`src/rtl/bbg_pkg.sv`:
```
// Shared types and constants of the 5x5 grey box blur.
// No dependencies; bbg_cell and the top level refer to it by scoped names.
`default_nettype none

package bbg_pkg;

	localparam int PIX_W     = 8;   // grey level bits
	localparam int FW_W      = 11;  // frame_width register bits
	localparam int FH_W      = 16;  // frame_height register bits
	localparam int CFG_W     = 16;  // widest register
	localparam int CFG_IDX_W = 2;

	localparam logic [CFG_IDX_W-1:0] REG_FRAME_WIDTH  = 2'd0;
	localparam logic [CFG_IDX_W-1:0] REG_FRAME_HEIGHT = 2'd1;

	localparam int FRAME_WIDTH_RESET  = 640;
	localparam int FRAME_HEIGHT_RESET = 480;

	localparam logic KIND_PIXEL = 1'b0;
	localparam logic KIND_DRAIN = 1'b1;

	// Per-cycle strobes handed to every window cell
	typedef struct packed {
		logic shift;     // take the neighbour's column
		logic load_sum;  // register the masked column sum
	} bbg_cell_ctrl_t;

endpackage

`default_nettype wire

```
`src/rtl/bbg_cell.sv`:
```
// One column of the blur window: holds WINDOW pixels, passes them on, and
// forms the masked column sum. Depends on bbg_pkg.
`default_nettype none

module bbg_cell #(
	parameter int WINDOW = 5,
	parameter int COL_W  = 11
) (
	input  logic                                clk,
	input  bbg_pkg::bbg_cell_ctrl_t             ctrl,
	input  logic [WINDOW*bbg_pkg::PIX_W-1:0]    col_in,    // lane 0 newest row
	output logic [WINDOW*bbg_pkg::PIX_W-1:0]    col_out,
	input  logic [WINDOW-1:0]                   row_mask,
	input  logic                                col_en,
	output logic [COL_W-1:0]                    col_sum
);

	localparam int PW = bbg_pkg::PIX_W;

	logic [WINDOW*PW-1:0] col_q;
	logic [COL_W-1:0]     col_sum_s3;
	logic [COL_W-1:0]     masked_sum;

	always_comb begin
		logic [COL_W-1:0] acc;
		acc = '0;
		for (int l = 0; l < WINDOW; l++) begin
			if (row_mask[l]) begin
				acc = acc + COL_W'(col_q[l*PW +: PW]);
			end
		end
		masked_sum = col_en ? acc : '0;
	end

	always_ff @(posedge clk) begin
		if (ctrl.shift) begin
			col_q <= col_in;
		end
		if (ctrl.load_sum) begin
			col_sum_s3 <= masked_sum;
		end
	end

	assign col_out = col_q;
	assign col_sum = col_sum_s3;

endmodule

`default_nettype wire

```
`config.mk`:
```
export PLATFORM = sky130hd
export DESIGN_NAME = bbg_cell
export DESIGN_NICKNAME = d
export VERILOG_FILES = /design/src/rtl/bbg_pkg.sv /design/src/rtl/bbg_cell.sv
export SDC_FILE = /design/constraint.sdc
export NUM_CORES = 1
export LEC_CHECK = 0
export ABC_AREA = 1
export ABC_CLOCK_PERIOD_IN_PS = 6600
export BUFFER_PORTS_ARGS = -buffer_cell sky130_fd_sc_hd__buf_2
export CORE_ASPECT_RATIO = 0.7
export CORE_MARGIN = 1
export CORE_UTILIZATION = 55
export CTS_BUF_LIST = sky130_fd_sc_hd__clkbuf_8
export DETAILED_ROUTE_END_ITERATION = 7
export PLACE_DENSITY_LB_ADDON = 0.2
export SLEW_MARGIN = 30
export SYNTH_ARGS = -nofsm -noshare
export SYNTH_HDL_FRONTEND = slang
export SYNTH_SLANG_ARGS = --single-unit
```
`constraint.sdc`:
```
create_clock -name clk -period 6.6 [get_ports clk]
set_clock_uncertainty 0.15 [all_clocks]
set_input_delay 0.66 -clock clk [delete_from_list [all_inputs] [get_ports clk]]
set_output_delay 0.66 -clock clk [all_outputs]
set_load 0.03 [all_outputs]
```
# Word-level counts from Yosys, hierarchy flattened
# Cells that the tools add are included.
[op_classes]
n_addsub = 4
n_mux = 5
[op_table]
columns = ["cell", "count"]
rows = [
  ["adder 11 x 8 -> 11 bit", 4],
  ["two-way mux 11 bit", 4],
  ["two-way mux 8 bit", 1],
]
[totals]
reg_bits = 51
in_bits = 49
out_inout_bits = 51
wordCells = 11

# Longest topological paths before layout
# Gate-level depths: netlist of the first run.
[depth]
ltp_word = 9
depth_mapped = 39

# Worst setup path after synthesis of the first run
# OpenSTA, ideal clock, no wires.
[synth_path]
kind = "input port to flip-flop"
startpoint = "input row_mask[0]"
endpoint = "register col_sum_s3[8] (netlist: col_sum[8]), data pin"
t_arrival_ns = 4.729
setup_slack_ns = 1.463
path_stages = 29
path_buffers = 1
path_cell_list = "buf_6 > nand2_1 > inv_1 > ha_1 > inv_1 > fa_1 > o21ai_1 > inv_1 > fa_1 > o21ai_2 > nand2_1 > nand2_1 > nand2_1 > nand3_1 > nand3_1 > and2_1 > ha_1 > a21oi_1 > o21a_1 > nand2_1 > or2_2 > nand3_1 > nand2_1 > ha_1 > nand2_1 > o211ai_1 > nand2_1 > o21ai_1 > a21oi_1"
[synth_between]
elab_chain_len = 9
[synth_lines]
columns = ["element", "line_no", "source"]
rows = [
  ["from (decl)", "bbg_cell.sv:13", "input logic [WINDOW-1:0] row_mask,"],
  ["two-way mux 8 bit *", "bbg_cell.sv:28", "if (row_mask[l]) begin"],
  ["adder 11 x 8 -> 11 bit", "bbg_cell.sv:29", "acc = acc + COL_W'(col_q[l*PW +: PW]);"],
  ["two-way mux 11 bit *", "bbg_cell.sv:28", ""],
  ["adder 11 x 8 -> 11 bit", "bbg_cell.sv:29", ""],
  ["two-way mux 11 bit *", "bbg_cell.sv:28", ""],
  ["adder 11 x 8 -> 11 bit", "bbg_cell.sv:29", ""],
  ["two-way mux 11 bit *", "bbg_cell.sv:28", ""],
  ["adder 11 x 8 -> 11 bit", "bbg_cell.sv:29", ""],
  ["two-way mux 11 bit *", "bbg_cell.sv:28", ""],
  ["to (signal assigned)", "bbg_cell.sv:40", "col_sum_s3 <= masked_sum;"],
  ["to (decl)", "bbg_cell.sv:21", "logic [COL_W-1:0] col_sum_s3;"],
]
# Mark *: on every way between the ends. The rest lies on a longest branch, timed or not.
# A chain may end at the register's enable or synchronous reset.

# Final worst setup path of the first run
[layout_path]
startpoint = "input row_mask[0]"
endpoint = "register col_sum_s3[9] (netlist: col_sum[9]), data pin"
# The elaborated chain is that of the path after synthesis.

==> metrics.md, run 1 <==
| Metric | Value |
|---|---|
| Outcome | finished, final reports clean |
| Die width | 99.3 um |
| Min-Delay Path Class | in2reg |
| Grt met2 use | between 30 and 40% |
| Final Setup Violations | 0 |
| GR Util met3 | under 10% |
| Most common cell after layout, fill and taps aside | nand2_1 |
| DR vias | 3107 |
| Initial Util | between 50% and 60% |
| Final Max Slew Viols | 0 |
| Worst setup EP type | register |
| Power Total | 1.09 mW |
| Core ar. | 0.00631 mm^2 |
| Placed cell areas | between 0.004 and 0.005 mm^2 |
| Largest net degree at the start of global routing | 41 |
| Fin area | 0.00428 mm^2 |
| Critical path arrival | 5.62 ns |
| Post-synth cell types | 35 |
| Leak | 2.20 nW |
| Min Tclk post-route | 5.69 ns |
| IO Port Bufs | 99 |
| Post-Syn Area | approximately 0.0036 mm^2 |
| Initial antenna violation count | 0 |
| Final WS setup | 0.908 ns |
| Unrepaired setup endpoints after global routing | false |
| Synth warn | 0 |
| Slew @ Worst Pin | 0.907 ns |
| Critical-path top delay cell | ha_1 |
| Die Footprint | 0.00697 mm^2 |
| Kind of start point of the critical path | primary input |
| Worst-Skew Late Latency | ~0.31 ns |
| Global placer's final weighted congestion | roughly 0.87 |
| Wire per inst | 13.0 um |
| N_diodes | 0 |
| Critical Path RT | 6.53 ns |
| Detail Route Antenna Nets | 0 |
| Max cap viols | 0 |
| Setup CP Type | in2reg |
| Vias in the first global route | 2756 |
| Setup bufs post-CTS | 0 |
| Most frequent cells in the layout | nand2_1, buf_2, inv_1 |
| Clock sink total | 51 |
| Area of the multi-input gates | 0.00184 mm^2 |
| Fill count | 537 |
| Sequential standard cell area | around 0.0015 mm^2 |
| I/O Pins | 100 |
| Layout cells sized above 1 | between 20% and 30% |
| Pre-antenna DRT Iters | 4 |
| Initial DRC count | 185 |
| TNS Setup | 0 ns |
| First-pass GRT wire length | ~13000 um |
| Hold_buf cts | 0 |
| VDD IR max | around 0.16 mV |
| Total GRT Usage | 23.3% |
| FP Rows | 24 |
| Final worst-path cycle share | 86.2% |
| Cells after Synth | 421 |
| Setup WS pre-CTS | roughly 0.67 ns |
| Busiest grt layer | met1 |
| Post-cts resize count | 0 |
| Final Hold Vio Count | 0 |
| Met1 Use GR | 36.3% |
| Routed vias/inst | 5.20 |
| Crit-path most repeated cell | nand2_1 |
| H-Tree Level Count | 2 |
| Layout area overhead | 17.4% |
| Nets | around 600 |
| # DRC | 0 |
| CTS clk-pin slew, worst paths | 0.09 ns |
| CTS tree | yes |
| Max_slew headroom | 39.6% |
| Grt total ovfl | 0 |
| PD cells | between 200 and 300 mW/mm^2 |
| Post-synthesis register bit count | 51 |
| Fmax | 176 MHz |
| Worst path max stage delay | 0.36 ns |
| Clock buffer depth | 2 |
| Root Buffer | clkbuf_8 |
| Final WL | 7790 um |
| CTS Buf Count | 5 |
| Post-Syn Nets | 505 |
| Hold Slack | 0.369 ns |
| HPWL Detailed | between 6000 and 7000 um |
| Post-Syn Area per Cell | 8.66 um^2 |
| Sequential fraction of the synthesis area | 42.0% |
| Crit-path max FO | 11 |
| Die Y-Extent | 70.1 um |
## power by group
part | switching [mW] | leakage [nW] | internal, mW
registers | 0.0160 | 0.505 | 0.393
clock network | 0.104 | 0.0470 | 0.0730
logic | 0.315 | 1.65 | 0.184
total | 0.436 | 2.20 | 0.650
## cells in the mapped netlist
cell type / n / area share [%]
o211ai_1: 2 / 0.41
buf_6: 1 / 0.31
o21bai_2: 1 / 0.31
and2_1: 3 / 0.51
nor2_2: 2 / 0.34
nand3_1: 32 / 4.4
nor2_1: 17 / 1.7
xnor2_1: 4 / 0.96
nand3_2: 11 / 3.0
clkbuf_1: 3 / 0.31
clkbuf_2: 1 / 0.14
or2_1: 1 / 0.17
fa_1: 4 / 2.2
o21ai_1: 9 / 1.2
nand4_1: 6 / 1.0
clkinv_2: 1 / 0.14
o21a_1: 3 / 0.62
edfxtp_1: 51 / 42
buf_2: 3 / 0.41
xor2_1: 9 / 2.2
nand2_1: 104 / 11
a21oi_1: 25 / 3.4
a31oi_1: 1 / 0.17
or2_0: 1 / 0.17
nand2_4: 2 / 0.62
a21oi_2: 2 / 0.48
ha_1: 31 / 11
inv_2: 2 / 0.21
nand2_2: 8 / 1.4
a21boi_1: 1 / 0.21
inv_1: 58 / 6.0
o21bai_1: 3 / 0.62
or2_2: 3 / 0.51
o21ai_0: 13 / 1.8
o21ai_2: 3 / 0.72
## stage by stage
stage | utilization (%) | instances
3_3_place_gp | 66.6 | 590
5_1_grt | 67.9 | 598
6_report | 67.9 | 598
4_1_cts | 67.9 | 598
3_5_place_dp | 66.6 | 590
2_1_floorplan | - | 421
## cell families (layout without fill, tap and decap cells)
logic type      Yosys count  in the layout  synth area share (%)
flops                    51             51                  42.0
buf+inv                  69            168                  7.48
simple gates            190            190                  24.6
xor+xnor                 13             13                  3.12
compound gates           63             63                  9.98
fa+ha+maj                35             35                  12.8
## state kept, by name, summed over array words and instances, names as in the netlist
signal,count
col_sum,11
col_out,40
## final cells by class
cell class                 instances  area share, %
clock buffer                       5           1.61
clock inverter                     3          0.380
inverter                          61           5.38
multi-input combinational        301           43.0
sequential                        51           35.8
tap                               78           2.28
timing repair buffer              99           11.6
## routing by layer
metal | part of all wire (%) | routed length, um | up-vias
met2 | 39 | 3080 | 99
li1 | - | - | 1611
met5 | 0 | 0 | -
met1 | 54 | 4200 | 1390
met4 | 0.62 | 48 | 0
met3 | 5.9 | 463 | 7
## critical path: cells and delay by family
family,cells,cell delay (ns)
compound gates,5,0.82
fa+ha+maj,5,1.59
buf+inv,6,0.56
xor+xnor,2,0.28
simple gates,20,1.69
## path summary, 6_finish.rpt
path | from | end | slack [ns] | cells after the start
setup / recovery | row_mask[0] | col_sum[9] | 0.91 | 38
hold / removal | col_in[26] | col_out[26] | 0.37 | 1
setup reg to reg | col_out[0] | col_sum[9] | 1.15 | 37
hold reg to reg | col_out[32] | col_sum[0] | 0.63 | 3
No activity file was read; power rests on OpenSTA's default activity.
==> run 2, diff against run 1 <==
Settings changed: CELL_PAD_IN_SITES_DETAIL_PLACEMENT set to 0, CELL_PAD_IN_SITES_GLOBAL_PLACEMENT set to 2, CORE_UTILIZATION 55 to 32, PLACE_DENSITY set to 0.8, PLACE_DENSITY_LB_ADDON 0.2 to unset.
==> run 2 against run 1 <==
Fmax is 0.57% lower. Worst setup slack worse by 0.033 ns. Sequential cell count stayed put. Critical path depth stayed put. Sequential share of layout area is 0.79 points lower. Power is 1.2% higher. Final cell count is 13% higher. Register-to-register slack worse by 0.03 ns. Global-route usage is 7.0 points lower. Die area is 70% higher. Final area is 2.2% higher. Critical path type unchanged. Largest power group unchanged.
==> metrics.md, run 2 (synthesis gave the netlist of run 1 again) <==
| Metric | Value |
|---|---|
| Outcome | finished, final reports clean |
| N_diodes | 0 |
| Min-Delay Path Class | in2reg |
| CTS Buf Count | 5 |
| H-Tree Level Count | 2 |
| TNS Setup | 0 ns |
| VDD IR max | 0.0926 mV |
| Largest net degree at the start of global routing | 41 |
| Detail Route Antenna Nets | 0 |
| Clock buffer depth | 2 |
| Initial Util | about 33% |
| Critical path arrival | 5.66 ns |
| Placed cell areas | 0.00429 mm^2 |
| Clock sink total | 51 |
| Min Tclk post-route | 5.73 ns |
| Initial antenna violation count | 0 |
| DR vias | 3065 |
| Core ar. | 0.0111 mm^2 |
| Crit-path most repeated cell | nand2_1 |
| Fmax | 175 MHz |
| Fin area | 0.00438 mm^2 |
| Final Max Slew Viols | 0 |
| CTS clk-pin slew, worst paths | 0.10 ns |
| Wire per inst | 13.4 um |
| Layout cells sized above 1 | 26.9% |
| Worst setup EP type | register |
| Kind of start point of the critical path | primary input |
| Global placer's final weighted congestion | a little over 0.8 |
| HPWL Detailed | approximately 7400 um |
| Max_slew headroom | 62.5% |
| Unrepaired setup endpoints after global routing | false |
| Grt total ovfl | 0 |
| Critical-path top delay cell | ha_1 |
| Worst-Skew Late Latency | between 0.3 and 0.4 ns |
| Slew @ Worst Pin | 0.562 ns |
| Die Footprint | between 0.01 and 0.015 mm^2 |
| Crit-path max FO | 11 |
| Critical Path RT | 6.53 ns |
| Total GRT Usage | between 10% and 20% |
| Layout area overhead | 20.1% |
| Most frequent cells in the layout | nand2_1, buf_2, inv_1 |
| Post-cts resize count | 0 |
| Final Hold Vio Count | 0 |
| Setup bufs post-CTS | 0 |
| Die Y-Extent | 91.3 um |
| Leak | about 2.2 nW |
| Worst path max stage delay | 0.37 ns |
| Pre-antenna DRT Iters | 4 |
| Hold Slack | approximately 0.37 ns |
| Final WL | 9030 um |
| First-pass GRT wire length | 14900 um |
| Max cap viols | 0 |
| Initial DRC count | 175 |
| FP Rows | 32 |
| Max FFs per register | 40 |
| IO Port Bufs | 99 |
| Vias in the first global route | 2978 |
| # DRC | 0 |
| Die width | approximately 130 um |
| Setup CP Type | in2reg |
| Placed cells | 665 |
| Non-filler cells, final | between 600 and 700 |
| Nets | 603 |
| Routed vias/inst | 4.55 |
| CTS tree | yes |
| I/O Pins | 100 |
| PD cells | roughly 250 mW/mm^2 |
| Root Buffer | clkbuf_8 |
| Final Setup Violations | 0 |
| Hold_buf cts | 0 |
| Final worst-path cycle share | between 80% and 90% |
| Most common cell after layout, fill and taps aside | nand2_1 |
-- run 2: changes by cell type in the layout (fill, tap and decap cells not counted) --
cell and change:
buf_4 +1, buf_2 -1
-- run 2: routing by layer --
metal  track usage (%)  vias to the layer above  share of wire [%]  wire length (um)
met5                 0                        -                  0                 0
met4              3.00                        0               0.51                46
met3              2.95                        4                4.4               396
met2              23.4                       66                 40              3580
met1              25.2                     1392                 55              5010
li1                  -                     1603                  -                 -
-- run 2: worst paths after layout --
kind / from / end / slack, ns / cells after the start
worst min register to register: col_out[32] / col_sum[0] / 0.65 / 3
worst max-delay path: row_mask[0] / col_sum[9] / 0.87 / 38
worst min-delay path: col_in[37] / col_out[37] / 0.37 / 1
worst max register to register: col_out[0] / col_sum[9] / 1.12 / 37
-- run 2: worst max-delay path: cells and delay by family --
kind,cells,cell delay (ns)
buffers and inverters,6,0.56
AO/OA/AOI/OAI,5,0.84
AND/OR/NAND/NOR,20,1.68
adder cells (fa/ha/maj),5,1.63
XOR/XNOR,2,0.28
-- run 2: power by group --
group	internal [mW]	switching, mW	total (mW)
clock network	0.0732	0.112	0.185
logic	0.185	0.319	0.504
registers	0.393	0.0165	0.409
total	0.651	0.448	1.10
-- run 2: per-stage QoR --
step	worst slack, ns	utilization, %	total power, mW
global placement	0.650	38.8	0.913
detailed placement	0.598	38.8	0.920
floorplan	1.46	-	0.798
finish	0.875	39.6	1.10
global route	0.349	39.6	1.19
CTS	0.907	39.6	1.11
-- run 2: layout make-up --
type	count	area [um^2]
clock buffer	5	68.8
clock inverter	3	16.3
fill	1177	6670
inverter	61	230
multi-input combinational	301	1840
sequential	51	1530
tap	153	191
timing repair buffer	99	498
